$ cat src/rtl/lkv_pkg.sv
// Shared constants, types and control structs for the LRU key-value cache.
// No dependencies; the files that use it refer to it by scoped names.
package lkv_pkg;

    // Store geometry
    localparam int ENTRIES = 16;
    localparam int IDX_W   = (ENTRIES > 1) ? $clog2(ENTRIES) : 1;
    localparam int RANK_W  = IDX_W;
    localparam int OCC_W   = $clog2(ENTRIES + 1);

    // Field widths
    localparam int KEY_W = 32;
    localparam int VAL_W = 32;
    localparam int CAP_W = 5;

    localparam logic [CAP_W-1:0] CAP_RESET = 5'd16;

    // Operation codes
    localparam logic OP_GET = 1'b0;
    localparam logic OP_PUT = 1'b1;

    typedef logic [IDX_W-1:0]                   t_idx;
    typedef logic [ENTRIES-1:0][RANK_W-1:0]     t_rank_vec;

    // Sequencer to compare unit
    typedef struct packed {
        logic clear;
        logic cmp_en;
        t_idx cmp_idx;
    } t_scan_ctl;

    // Compare unit results, held until the next clear
    typedef struct packed {
        logic               hit;
        t_idx               hit_idx;
        logic [VAL_W-1:0]   hit_val;
        logic               old_found;
        t_idx               old_idx;
        logic [RANK_W-1:0]  old_rank;
        logic [KEY_W-1:0]   old_key;
        logic               free_found;
        t_idx               free_idx;
    } t_scan_res;

    // Recency update command
    typedef struct packed {
        logic en;
        logic touch;
        logic insert;
        logic evict;
        t_idx hit_idx;
        t_idx old_idx;
        t_idx ins_idx;
    } t_rank_cmd;

endpackage

$ cat src/rtl/lkv_ifs.sv
// Channel interfaces of the LRU key-value cache: request, response, configuration.
// Depends on lkv_pkg for field widths.
interface lkv_req_if;
    logic                             valid;
    logic                             ready;
    logic                             op;
    logic signed [lkv_pkg::KEY_W-1:0] lookup_key;
    logic signed [lkv_pkg::VAL_W-1:0] write_value;

    modport source (output valid, output op, output lookup_key, output write_value,
                    input ready);
    modport sink   (input valid, input op, input lookup_key, input write_value,
                    output ready);
endinterface

interface lkv_rsp_if;
    logic                             valid;
    logic                             ready;
    logic                             found;
    logic signed [lkv_pkg::VAL_W-1:0] read_value;
    logic                             evicted;
    logic signed [lkv_pkg::KEY_W-1:0] evicted_key;

    modport source (output valid, output found, output read_value, output evicted,
                    output evicted_key, input ready);
    modport sink   (input valid, input found, input read_value, input evicted,
                    input evicted_key, output ready);
endinterface

interface lkv_cfg_if;
    logic                             valid;
    logic                             ready;
    logic [lkv_pkg::CAP_W-1:0]        active_capacity;

    modport source (output valid, output active_capacity, input ready);
    modport sink   (input valid, input active_capacity, output ready);
endinterface

$ cat src/rtl/lkv_ram.sv
// Generic single-write, single-read RAM with registered read data.
// No dependencies.
module lkv_ram #(
    parameter int WIDTH = 32,
    parameter int DEPTH = 16
) (
    input  logic                                      i_clk,
    input  logic                                      i_wr_en,
    input  logic [((DEPTH > 1) ? $clog2(DEPTH) : 1)-1:0] i_wr_addr,
    input  logic [WIDTH-1:0]                          i_wr_data,
    input  logic                                      i_rd_en,
    input  logic [((DEPTH > 1) ? $clog2(DEPTH) : 1)-1:0] i_rd_addr,
    output logic [WIDTH-1:0]                          o_rd_data
);

    logic [WIDTH-1:0] r_mem [DEPTH];
    logic [WIDTH-1:0] r_rd_data;

    always_ff @(posedge i_clk) begin
        if (i_wr_en) begin
            r_mem[i_wr_addr] <= i_wr_data;
        end
        if (i_rd_en) begin
            r_rd_data <= r_mem[i_rd_addr];
        end
    end

    assign o_rd_data = r_rd_data;

endmodule

$ cat src/rtl/lkv_scan_unit.sv
// Shared compare unit: one stored entry per cycle, while compare is enabled, against
// the request key, tracking first hit, least recent entry and first free slot. Uses lkv_pkg.
module lkv_scan_unit (
    input  logic                         i_clk,
    input  logic                         i_rst_n,
    input  lkv_pkg::t_scan_ctl           i_ctl,
    input  logic [lkv_pkg::KEY_W-1:0]    i_key,
    input  logic [lkv_pkg::KEY_W-1:0]    i_key_rd,
    input  logic [lkv_pkg::VAL_W-1:0]    i_val_rd,
    input  logic [lkv_pkg::ENTRIES-1:0]  i_valid,
    input  lkv_pkg::t_rank_vec           i_rank,
    output lkv_pkg::t_scan_res           o_res
);

    lkv_pkg::t_scan_res              r_res;
    lkv_pkg::t_scan_res              n_res;
    logic                            w_vld;
    logic [lkv_pkg::RANK_W-1:0]      w_rank;

    assign w_vld  = i_valid[i_ctl.cmp_idx];
    assign w_rank = i_rank[i_ctl.cmp_idx];

    // Fold the entry under compare into the running results
    always_comb begin
        n_res = r_res;
        if (i_ctl.clear) begin
            n_res = '0;
        end else if (i_ctl.cmp_en) begin
            if (w_vld && (i_key_rd == i_key) && !r_res.hit) begin
                n_res.hit     = 1'b1;
                n_res.hit_idx = i_ctl.cmp_idx;
                n_res.hit_val = i_val_rd;
            end
            if (w_vld && (!r_res.old_found || (w_rank > r_res.old_rank))) begin
                n_res.old_found = 1'b1;
                n_res.old_idx   = i_ctl.cmp_idx;
                n_res.old_rank  = w_rank;
                n_res.old_key   = i_key_rd;
            end
            if (!w_vld && !r_res.free_found) begin
                n_res.free_found = 1'b1;
                n_res.free_idx   = i_ctl.cmp_idx;
            end
        end
    end

    always_ff @(posedge i_clk) begin
        if (!i_rst_n) begin
            r_res <= '0;
        end else begin
            r_res <= n_res;
        end
    end

    assign o_res = r_res;

endmodule

$ cat src/rtl/lkv_rank_array.sv
// Valid marks, recency ranks and occupancy count, updated once per enabled command.
// Uses lkv_pkg.
module lkv_rank_array (
    input  logic                          i_clk,
    input  logic                          i_rst_n,
    input  lkv_pkg::t_rank_cmd            i_cmd,
    output logic [lkv_pkg::ENTRIES-1:0]   o_valid,
    output lkv_pkg::t_rank_vec            o_rank,
    output logic [lkv_pkg::OCC_W-1:0]     o_occ
);

    logic [lkv_pkg::ENTRIES-1:0]  r_valid;
    logic [lkv_pkg::ENTRIES-1:0]  n_valid;
    lkv_pkg::t_rank_vec           r_rank;
    lkv_pkg::t_rank_vec           n_rank;
    logic [lkv_pkg::OCC_W-1:0]    r_occ;
    logic [lkv_pkg::OCC_W-1:0]    n_occ;
    logic [lkv_pkg::RANK_W-1:0]   w_age;
    logic [lkv_pkg::ENTRIES-1:0]  w_kept;

    assign w_age = r_rank[i_cmd.hit_idx];

    // Entries left after an eviction
    always_comb begin
        w_kept = r_valid;
        if (i_cmd.evict) begin
            w_kept[i_cmd.old_idx] = 1'b0;
        end
    end

    // Touch ages younger entries; insert ages every kept entry
    always_comb begin
        n_valid = r_valid;
        n_rank  = r_rank;
        n_occ   = r_occ;
        if (i_cmd.en) begin
            if (i_cmd.touch) begin
                for (int i = 0; i < lkv_pkg::ENTRIES; i++) begin
                    if (r_valid[i] && (i_cmd.hit_idx != lkv_pkg::IDX_W'(i))
                        && (r_rank[i] < w_age)) begin
                        n_rank[i] = r_rank[i] + lkv_pkg::RANK_W'(1);
                    end
                end
                n_rank[i_cmd.hit_idx] = '0;
            end else if (i_cmd.insert) begin
                for (int i = 0; i < lkv_pkg::ENTRIES; i++) begin
                    if (w_kept[i]) begin
                        n_rank[i] = r_rank[i] + lkv_pkg::RANK_W'(1);
                    end
                end
                n_valid                = w_kept;
                n_valid[i_cmd.ins_idx] = 1'b1;
                n_rank[i_cmd.ins_idx]  = '0;
                n_occ = r_occ + lkv_pkg::OCC_W'(1)
                        - lkv_pkg::OCC_W'(i_cmd.evict);
            end
        end
    end

    always_ff @(posedge i_clk) begin
        if (!i_rst_n) begin
            r_valid <= '0;
            r_occ   <= '0;
        end else begin
            r_valid <= n_valid;
            r_occ   <= n_occ;
        end
    end

    // Ranks are only read for valid entries
    always_ff @(posedge i_clk) begin
        r_rank <= n_rank;
    end

    assign o_valid = r_valid;
    assign o_rank  = r_rank;
    assign o_occ   = r_occ;

endmodule

$ cat src/rtl/lru_key_value_cache_core.sv
// LRU key-value cache, top level. Uses lkv_pkg, lkv_ifs, lkv_ram, lkv_scan_unit,
// lkv_rank_array. An accepted request passes a scan state with one RAM read per
// entry (16) through the shared compare unit, a drain state for the registered
// read and an update state that registers the response; ready returns after the
// update. A held response stalls the next update.
// Synchronous active-low reset clears valid marks, occupancy, state, capacity 16.
module lru_key_value_cache_core (
    input  logic        i_clk,
    input  logic        i_rst_n,
    lkv_req_if.sink     i_req,
    lkv_rsp_if.source   o_rsp,
    lkv_cfg_if.sink     i_cfg
);

    localparam logic [1:0] ST_IDLE = 2'd0;
    localparam logic [1:0] ST_SCAN = 2'd1;
    localparam logic [1:0] ST_DRAIN = 2'd2;
    localparam logic [1:0] ST_UPD  = 2'd3;

    logic [1:0]                      r_state;
    logic [1:0]                      n_state;
    lkv_pkg::t_idx                   r_idx;
    lkv_pkg::t_idx                   r_pidx;
    logic                            r_op;
    logic [lkv_pkg::KEY_W-1:0]       r_key;
    logic [lkv_pkg::VAL_W-1:0]       r_wval;
    logic [lkv_pkg::CAP_W-1:0]       r_cap;

    logic                            r_out_valid;
    logic                            r_out_found;
    logic [lkv_pkg::VAL_W-1:0]       r_out_val;
    logic                            r_out_ev;
    logic [lkv_pkg::KEY_W-1:0]       r_out_evkey;

    logic                            w_req_acc;
    logic                            w_upd_fire;
    logic                            w_evict;
    lkv_pkg::t_idx                   w_ins_idx;
    logic [31:0]                     w_cap_eff;
    logic [lkv_pkg::KEY_W-1:0]       w_key_rd;
    logic [lkv_pkg::VAL_W-1:0]       w_val_rd;
    logic [lkv_pkg::ENTRIES-1:0]     w_valid;
    lkv_pkg::t_rank_vec              w_rank;
    logic [lkv_pkg::OCC_W-1:0]       w_occ;
    lkv_pkg::t_scan_ctl              w_ctl;
    lkv_pkg::t_scan_res              w_res;
    lkv_pkg::t_rank_cmd              w_cmd;
    logic                            w_key_we;
    logic                            w_val_we;
    lkv_pkg::t_idx                   w_val_waddr;

    // Handshakes
    assign i_req.ready = (r_state == ST_IDLE);
    assign w_req_acc   = i_req.valid && i_req.ready;
    assign i_cfg.ready = 1'b1;
    assign w_upd_fire  = (r_state == ST_UPD) && (!r_out_valid || o_rsp.ready);

    // Capacity register
    always_ff @(posedge i_clk) begin
        if (!i_rst_n) begin
            r_cap <= lkv_pkg::CAP_RESET;
        end else if (i_cfg.valid && i_cfg.ready) begin
            r_cap <= i_cfg.active_capacity;
        end
    end

    // Effective capacity: zero acts as one, saturates at store size
    always_comb begin
        w_cap_eff = 32'(r_cap);
        if (w_cap_eff == 32'd0) begin
            w_cap_eff = 32'd1;
        end
        if (w_cap_eff > 32'(lkv_pkg::ENTRIES)) begin
            w_cap_eff = 32'(lkv_pkg::ENTRIES);
        end
    end

    // Sequencer
    always_comb begin
        n_state = r_state;
        case (r_state)
            ST_IDLE: begin
                if (w_req_acc) begin
                    n_state = ST_SCAN;
                end
            end
            ST_SCAN: begin
                if (r_idx == lkv_pkg::IDX_W'(lkv_pkg::ENTRIES - 1)) begin
                    n_state = ST_DRAIN;
                end
            end
            ST_DRAIN: begin
                n_state = ST_UPD;
            end
            ST_UPD: begin
                if (w_upd_fire) begin
                    n_state = ST_IDLE;
                end
            end
            default: begin
                n_state = ST_IDLE;
            end
        endcase
    end

    always_ff @(posedge i_clk) begin
        if (!i_rst_n) begin
            r_state <= ST_IDLE;
            r_idx   <= '0;
        end else begin
            r_state <= n_state;
            if (w_req_acc) begin
                r_idx <= '0;
            end else if (r_state == ST_SCAN) begin
                r_idx <= r_idx + lkv_pkg::IDX_W'(1);
            end
        end
    end

    // Request latch and compare index pipeline
    always_ff @(posedge i_clk) begin
        if (w_req_acc) begin
            r_op   <= i_req.op;
            r_key  <= i_req.lookup_key;
            r_wval <= i_req.write_value;
        end
        r_pidx <= r_idx;
    end

    assign w_ctl.clear   = w_req_acc;
    assign w_ctl.cmp_en  = ((r_state == ST_SCAN) && (r_idx != '0)) || (r_state == ST_DRAIN);
    assign w_ctl.cmp_idx = r_pidx;

    // Update decisions
    assign w_evict = (r_op == lkv_pkg::OP_PUT) && !w_res.hit
                     && (32'(w_occ) >= w_cap_eff);
    assign w_ins_idx = (w_evict && (!w_res.free_found || (w_res.old_idx < w_res.free_idx)))
                       ? w_res.old_idx : w_res.free_idx;

    assign w_cmd.en      = w_upd_fire && (w_res.hit || (r_op == lkv_pkg::OP_PUT));
    assign w_cmd.touch   = w_res.hit;
    assign w_cmd.insert  = (r_op == lkv_pkg::OP_PUT) && !w_res.hit;
    assign w_cmd.evict   = w_evict;
    assign w_cmd.hit_idx = w_res.hit_idx;
    assign w_cmd.old_idx = w_res.old_idx;
    assign w_cmd.ins_idx = w_ins_idx;

    assign w_key_we    = w_upd_fire && (r_op == lkv_pkg::OP_PUT) && !w_res.hit;
    assign w_val_we    = w_upd_fire && (r_op == lkv_pkg::OP_PUT);
    assign w_val_waddr = w_res.hit ? w_res.hit_idx : w_ins_idx;

    // Key and value stores
    lkv_ram #(
        .WIDTH (lkv_pkg::KEY_W),
        .DEPTH (lkv_pkg::ENTRIES)
    ) u_key_ram (
        .i_clk     (i_clk),
        .i_wr_en   (w_key_we),
        .i_wr_addr (w_ins_idx),
        .i_wr_data (r_key),
        .i_rd_en   (r_state == ST_SCAN),
        .i_rd_addr (r_idx),
        .o_rd_data (w_key_rd)
    );

    lkv_ram #(
        .WIDTH (lkv_pkg::VAL_W),
        .DEPTH (lkv_pkg::ENTRIES)
    ) u_val_ram (
        .i_clk     (i_clk),
        .i_wr_en   (w_val_we),
        .i_wr_addr (w_val_waddr),
        .i_wr_data (r_wval),
        .i_rd_en   (r_state == ST_SCAN),
        .i_rd_addr (r_idx),
        .o_rd_data (w_val_rd)
    );

    lkv_scan_unit u_scan (
        .i_clk    (i_clk),
        .i_rst_n  (i_rst_n),
        .i_ctl    (w_ctl),
        .i_key    (r_key),
        .i_key_rd (w_key_rd),
        .i_val_rd (w_val_rd),
        .i_valid  (w_valid),
        .i_rank   (w_rank),
        .o_res    (w_res)
    );

    lkv_rank_array u_rank (
        .i_clk   (i_clk),
        .i_rst_n (i_rst_n),
        .i_cmd   (w_cmd),
        .o_valid (w_valid),
        .o_rank  (w_rank),
        .o_occ   (w_occ)
    );

    // Response register
    always_ff @(posedge i_clk) begin
        if (!i_rst_n) begin
            r_out_valid <= 1'b0;
        end else if (w_upd_fire) begin
            r_out_valid <= 1'b1;
        end else if (o_rsp.ready) begin
            r_out_valid <= 1'b0;
        end
    end

    always_ff @(posedge i_clk) begin
        if (w_upd_fire) begin
            r_out_found <= w_res.hit;
            if (r_op == lkv_pkg::OP_PUT) begin
                r_out_val <= r_wval;
            end else if (w_res.hit) begin
                r_out_val <= w_res.hit_val;
            end else begin
                r_out_val <= '1;
            end
            r_out_ev    <= w_evict;
            r_out_evkey <= w_evict ? w_res.old_key : '0;
        end
    end

    assign o_rsp.valid       = r_out_valid;
    assign o_rsp.found       = r_out_found;
    assign o_rsp.read_value  = r_out_val;
    assign o_rsp.evicted     = r_out_ev;
    assign o_rsp.evicted_key = r_out_evkey;

    // Checks
    a_occ_matches_valid: assert property (@(posedge i_clk) disable iff (!i_rst_n)
        $countones(w_valid) == 32'(w_occ))
        else $error("occupancy does not match valid marks");

    a_occ_bound: assert property (@(posedge i_clk) disable iff (!i_rst_n)
        32'(w_occ) <= 32'(lkv_pkg::ENTRIES))
        else $error("occupancy above store size");

    a_evict_keeps_occ: assert property (@(posedge i_clk) disable iff (!i_rst_n)
        (w_upd_fire && w_evict) |=> (w_occ == $past(w_occ)))
        else $error("eviction with insert changed occupancy");

    a_evict_needs_miss: assert property (@(posedge i_clk) disable iff (!i_rst_n)
        (w_upd_fire && w_evict) |-> (w_res.old_found && !w_res.hit))
        else $error("eviction without a least recent entry");

endmodule
$ cat src/flat_wrapper.sv
// flat-port wrapper written by rule: the top's interface ports become plain ports
module lru_key_value_cache_core_flat 
  (i_clk, i_rst_n, i_req_valid, i_req_op, i_req_lookup_key, i_req_write_value, i_req_ready, o_rsp_valid, o_rsp_found, o_rsp_read_value, o_rsp_evicted, o_rsp_evicted_key, o_rsp_ready, i_cfg_valid, i_cfg_active_capacity, i_cfg_ready);
  lkv_req_if i_req_i ();
  lkv_rsp_if o_rsp_i ();
  lkv_cfg_if i_cfg_i ();
  input  logic i_clk;
  input  logic i_rst_n;
  input wire logic [$bits(i_req_i.valid)-1:0] i_req_valid;
  input wire logic [$bits(i_req_i.op)-1:0] i_req_op;
  input wire logic [$bits(i_req_i.lookup_key)-1:0] i_req_lookup_key;
  input wire logic [$bits(i_req_i.write_value)-1:0] i_req_write_value;
  output wire logic [$bits(i_req_i.ready)-1:0] i_req_ready;
  output wire logic [$bits(o_rsp_i.valid)-1:0] o_rsp_valid;
  output wire logic [$bits(o_rsp_i.found)-1:0] o_rsp_found;
  output wire logic [$bits(o_rsp_i.read_value)-1:0] o_rsp_read_value;
  output wire logic [$bits(o_rsp_i.evicted)-1:0] o_rsp_evicted;
  output wire logic [$bits(o_rsp_i.evicted_key)-1:0] o_rsp_evicted_key;
  input wire logic [$bits(o_rsp_i.ready)-1:0] o_rsp_ready;
  input wire logic [$bits(i_cfg_i.valid)-1:0] i_cfg_valid;
  input wire logic [$bits(i_cfg_i.active_capacity)-1:0] i_cfg_active_capacity;
  output wire logic [$bits(i_cfg_i.ready)-1:0] i_cfg_ready;
  assign i_req_i.valid = i_req_valid;
  assign i_req_i.op = i_req_op;
  assign i_req_i.lookup_key = i_req_lookup_key;
  assign i_req_i.write_value = i_req_write_value;
  assign i_req_ready = i_req_i.ready;
  assign o_rsp_valid = o_rsp_i.valid;
  assign o_rsp_found = o_rsp_i.found;
  assign o_rsp_read_value = o_rsp_i.read_value;
  assign o_rsp_evicted = o_rsp_i.evicted;
  assign o_rsp_evicted_key = o_rsp_i.evicted_key;
  assign o_rsp_i.ready = o_rsp_ready;
  assign i_cfg_i.valid = i_cfg_valid;
  assign i_cfg_i.active_capacity = i_cfg_active_capacity;
  assign i_cfg_ready = i_cfg_i.ready;
  lru_key_value_cache_core u_core (.i_clk(i_clk), .i_rst_n(i_rst_n), .i_req(i_req_i), .o_rsp(o_rsp_i), .i_cfg(i_cfg_i));
endmodule
$ cat config.mk
export PLATFORM = sky130hd
export DESIGN_NAME = lru_key_value_cache_core_flat
export DESIGN_NICKNAME = d
export VERILOG_FILES = /design/src/rtl/lkv_pkg.sv /design/src/rtl/lkv_ifs.sv /design/src/rtl/lkv_ram.sv /design/src/rtl/lkv_scan_unit.sv /design/src/rtl/lkv_rank_array.sv /design/src/rtl/lru_key_value_cache_core.sv /design/src/flat_wrapper.sv
export SDC_FILE = /design/constraint.sdc
export NUM_CORES = 2
export LEC_CHECK = 0
export BUFFER_PORTS_ARGS = -buffer_cell sky130_fd_sc_hd__buf_2
export CAP_MARGIN = 20
export CORE_AREA = 4 4 392 394
export CTS_CLUSTER_DIAMETER = 40
export DETAILED_ROUTE_END_ITERATION = 12
export DIE_AREA = 0 0 396 398
export SKIP_LAST_GASP = 1
export SLEW_MARGIN = 20
export SYNTH_ARGS = -nofsm -noshare
export SYNTH_HDL_FRONTEND = slang
export SYNTH_HIERARCHICAL = 1
export SYNTH_SLANG_ARGS = --single-unit
export TNS_END_PERCENT = 1
$ cat constraint.sdc
create_clock -name i_clk -period 14.3 [get_ports i_clk]
set_clock_uncertainty 0.15 [all_clocks]
set_input_delay 0.715 -clock i_clk [delete_from_list [all_inputs] [get_ports i_clk]]
set_output_delay 0.715 -clock i_clk [all_outputs]
set_load 0.05 [all_outputs]
Word-level counts from Yosys, hierarchy flattened
Memory sizes are Yosys's and may differ from the RTL's. A register that Yosys moved wholly into a read port is not among the register bits. Index checks and enable logic that the tools add are counted. W data, S select, Z words.

Bits in registers: 315. Memories: 2. RAM bits: 1024. Word-level logic and storage cells: 335.

Reductions and logical operators: 71. Bitwise gates (word level): 9. Add/sub/neg operators: 19. Eq/ne operators: 23. Mux-type cells: 145. Order comparisons: 27.

Memories: u_core.u_key_ram.r_mem (depth 16, width 32, rd ports 1, clocked after Yosys merged registers in 1, wr ports 1, line lkv_ram.sv:16) `logic [WIDTH-1:0] r_mem [DEPTH];`; u_core.u_val_ram.r_mem (depth 16, width 32, rd ports 1, clocked after Yosys merged registers in 1, wr ports 1, line lkv_ram.sv:16).

Operators by type and width (count): $mux W4 (118); $and A64 B64 Y64 (2); $mux W64 (2); $not A64 Y64 (2); $mux W32 (3); $add A4 B1 Y4 const B (17); $lt A4 B4 Y1 (17); $logic_and A1 B1 Y1 (48); $bmux W4 S4 (2); $demux W4 S4 (2); $eq A32 B32 Y1 (1); $ge A5 B32 Y1 (1); $ne A4 B4 Y1 const B (8); $lt A4 B5 Y1 const B (4); $and A16 B16 Y16 (1); $mux W16 (1); $ne A4 B3 Y1 const B (4); $not A16 Y16 (1); $or A16 B16 Y16 (1); $ge A4 B1 Y1 const B (3); $mux W1 (9); $demux W1 S4 (2); $ne A4 B2 Y1 const B (2); $pmux W2 S4 (1); 23 further kinds (42).

Logic depth before layout (Yosys ltp)
Depth in word-level cells: 16. Gate-level depth with buffers: 15. Gate-level depth less buffers: 15.

Hierarchy
The synthesis kept the hierarchy.

By module, submodules not included: lkv_ram (u_core.u_val_ram) (area each 20156.8 um2, instances 1, cells an instance 838); lkv_ram (u_core.u_key_ram) (area each 20155.6 um2, instances 1, cells an instance 838); lkv_rank_array (area each 7728.7 um2, instances 1, cells an instance 839); lru_key_value_cache_core (area each 5694.2 um2, instances 1, cells an instance 391); lkv_scan_unit (area each 4480.5 um2, instances 1, cells an instance 470).

Worst setup path before layout
OpenSTA, ideal clock, no wires.

Path type: flip-flop to flip-flop. Start point: reg u_core/r_cap[1] (netlist bit). End point: mem u_core.u_val_ram.r_mem[0][0], enable pin. Data arrival time: 4668 ps. Required time: 13689 ps. Setup slack: 9021 ps. Period minus slack after synthesis: 5279 ps. Setup time: 461 ps. Cell stages (with the launch flop): 12. Cells stage by stage: dfxtp_1 > nor3_1 > nor2_1 > nor2_1 > ha_1 > nor3b_1 > o21ai_2 > and2_2 > o21a_2 > a221o_1 > or3b_2 > nor3_1.

RTL lines: start, declared (line lru_key_value_cache_core.sv:27) `logic [lkv_pkg::CAP_W-1:0] r_cap;`; start signal, assigned (line lru_key_value_cache_core.sv:61) `r_cap <= lkv_pkg::CAP_RESET;`; start signal, assigned (line lru_key_value_cache_core.sv:63) `r_cap <= i_cfg.active_capacity;`; end, declared (line lkv_ram.sv:16).

==> metrics list <==
* Top_reg_cell synth: edfxtp_1
- Dividing the detail-routed via count by the number of cells gives roughly 5.5.
- Place WS: ~9.5 ns
- Destination of the worst hold path: u_core/r_cap[4]
- Number of core rows: around 140
- Clock latency of the later-clocked register in the worst-skew pair: 0.83 ns
- Across every metal layer, demand over resource in global routing totals 18.1%.
* Die width: 396 microns
* Transition time of the tightest slew-check pin: between 1 and 1.5 ns
- Most frequent cells in the layout: edfxtp_1, nand2_1, mux4_2, clkbuf_16, buf_2
- The synthesized design contains 1403 register bits.
- Post-synthesis instance area: 58200 sq um
- Detail Placement HPWL: about 80000 microns
- The count of nets left with antenna violations once routing finished came out at 0.
- Final net count: 3837
- The worst register-to-register path ends at u_core/u_rank/o_rank[10].
- In this run the post-CTS setup repair buffer count came out at 0.
- Met1 track utilization from global routing: 25.6%
- Fmax: 0.205 GHz
- After filler insertion, the fill cell instance count of the layout stands at 12.8k.
- Pin count of the biggest net entering global routing: between 100 and 150
- The min-delay analysis places its worst path in the category in -> reg.
* Pwr per Cell Area: 164 nW/um^2
- Total Die Area: 158000 sq um
- The region available for standard cell placement spans 150000 sq um.
- Setup total negative slack on the finished layout was measured at 0 ns.
* Worst IR Drop VDD: 0.150 mV
- Yosys printed 6 warnings.
* Number of vias after detailed routing: about 32k
* First-pass detailed-route iteration total: 6
- The total overflow left after global routing is 0.
- The initial antenna violation count is 3.
* Worst hold start: i_cfg_valid
* Required time of the critical path: 14.72 ns
- Counting instances, the worst hold path has a depth of 2.
* Final critical-path setup slack: 9.42 ns
* Biggest fanout along the worst timing path: 36
* Worst slew margin relative to its limit: 21.8%
- The library cell used most frequently in the layout, excluding fill and tap cells, is edfxtp_1.
* Count of flip-flops with a built-in enable after synthesis: between 1k and 1.5k
- Total wire length: ~140000 microns
* Leakage dissipation: approximately 22 nW
* Reg2Reg Launch Point: u_core/r_op
- PortBufs: approximately 140
* CP Launch Type: register
* Min cycle time layout: 4.88 ns
- For this design, the sink count on the clock tree is 1403.
- Data arrives at the worst endpoint at 5.30 ns.
- In the global route stage, met3 resource usage came out at 3.94%.
* Async set-or-reset flop fraction in the synthesized netlist: 0%
* Post-Syn Instances: between 3k and 4k
- 144 I/O pins were placed.
* Share of the core filled with cells in the final layout: 45.9%
- Average wire per cell in the routed design: 24.6 microns
- The hold violation count in the final report is 0.
- Register-to-register path setup slack: 9.42 ns
- First-pass GRT wire length: approximately 210000 microns
- Total of endpoints with negative setup slack in the final report: 0
- The via count of the first global-routing pass came to 32.8k.
- CTS tree: built
- The count of final max-slew check failures was 0.
- At the end of routability-driven placement, the weighted congestion stood at 0.881.
- Setup repair after global routing left no endpoint under its margin.
* Number of max-cap violations: 0
- After clock tree synthesis, the clock-pin slew on the worst setup and hold paths is approximately 0.060 ns.
* Share of post-route cells with drive strength above 1: 24.3%
- Average instance area after synthesis: 17.2 sq um
* Length in cells of the worst reg-to-reg path: 11
* Library cells used by synthesis: between 80 and 90
* Clock root buffer master: clkbuf_16
* Outcome: complete, no violations
* Synth-to-Final Area Change: 18.0%
* Period utilisation layout: 34.1%
- Syn Nets: 3539
- CTS Buf Count: 187
* Maximum buffer depth of the clock tree: 3
- Initial Util: between 30 and 40%
- Share of synthesized area occupied by flip-flops and latches: 70.3%
* Clock H-tree levels: 4
* Hold slack: 0.0940 ns
* Peak-usage layer in the global routing report: met2
* Endpoint type of the worst setup path: register
* Global routing usage on met2: 28.8%
- CP Class: reg -> reg
* Number of remaining DRC errors: 0
- First DRT Iteration DRCs: 2744
- The die is 398 microns tall.
state kept, by name, indices dropped and copies added (netlist names), 16 cells and up:
name                        count
u_core/u_rank/o_valid          16
u_core/u_val_ram/r_mem        512
u_core/u_val_ram/o_rd_data     32
u_core/o_rsp.evicted_key       32
u_core/u_key_ram/o_rd_data     32
u_core/o_rsp.read_value        32
u_core/r_key                   32
u_core/r_wval                  32
u_core/u_scan/o_res            83
u_core/u_key_ram/r_mem        512
u_core/u_rank/o_rank           64
worst max-delay path: stages, from the launching register on:
cell,delay (ns)
edfxtp_1,0.32
buf_4,0.42
nor2b_4,0.27
o21a_2,0.69
o211ai_4,0.19
mux2_2,0.58
nor2b_1,0.76
a21oi_1,0.25
nand2_1,0.17
a21boi_0,0.36
o21ai_0,0.16
a32o_1,0.28
cell families after synthesis:
family / after synthesis / synth area share, %
other: 1 / 0.00644
adder cells (fa/ha/maj): 88 / 1.89
multiplexers: 397 / 13.2
XOR/XNOR: 37 / 0.557
AO/OA/AOI/OAI: 503 / 6.24
AND/OR/NAND/NOR: 709 / 5.81
buffers and inverters: 238 / 1.98
flip-flops: 1403 / 70.3
worst max path at each step:
stage	from	to	slack [ns]	cells past startpoint
global placement	u_core/r_op	u_core/u_rank/o_rank[26]	9.54	11
global route	u_core/r_op	u_core/u_rank/o_rank[27]	9.17	11
CTS	u_core/r_op	u_core/u_rank/o_rank[26]	9.45	11
detailed placement	u_core/r_op	u_core/u_rank/o_rank[10]	9.50	11
floorplan	u_core/r_cap[1]	u_core/u_val_ram/r_mem[0][0]	9.02	11
finish	u_core/r_op	u_core/u_rank/o_rank[10]	9.42	11
metal layers:
metal	up-vias	routed length [microns]
met5	-	27
met4	4	2730
met3	228	10900
met2	1189	67800
met1	16800	62500
li1	14200	-
Yosys cell counts (all sizes together) (69+ instances only):
cell / number / share of area (%)
nor2: 110 / 0.71
buf: 72 / 0.84
nand3: 73 / 0.63
clkbuf: 97 / 0.69
mux2i: 90 / 1.5
a22oi: 129 / 1.7
mux4: 296 / 11
o21ai: 89 / 0.78
dfxtp: 120 / 4.1
nand2: 316 / 2.0
ha: 88 / 1.9
edfxtp: 1283 / 66
a21oi: 69 / 0.60
inv: 69 / 0.44
through the flow:
stage	instance area, sq um	total power [mW]	cells
6_report	68700	11.3	5850
5_1_grt	68700	11.7	5849
4_1_cts	68700	11.4	5849
3_5_place_dp	61400	6.54	5432
3_3_place_gp	61400	6.51	5432
2_1_floorplan	58200	6.08	3376
report_power, final:
part           switching (mW)  internal, mW  total [mW]
Sequential              0.273          4.86        5.14
Combinational           0.774         0.535        1.31
Clock                    1.87          2.95        4.82
layout make-up:
cell class | count | area [sq um] | share of cell area, %
Clock buffer | 210 | 4820 | 7.01
Multi-Input combinational cell | 1735 | 16400 | 23.9
Tap cell | 2016 | 2520 | 3.67
Antenna cell | 1 | 2.50 | 0.00364
Clock inverter | 138 | 1800 | 2.62
Sequential cell | 1403 | 40900 | 59.6
Timing Repair Buffer | 278 | 1920 | 2.79
Inverter | 69 | 262 | 0.381
repair_timing:
action / CTS / global route
setup endpoints to repair: 0 / 0
hold buffers: 69 / 0
gates resized for setup: 0 / 0
hold endpoints to repair: 69 / 0
No activity file was read; power rests on OpenSTA's default activity.
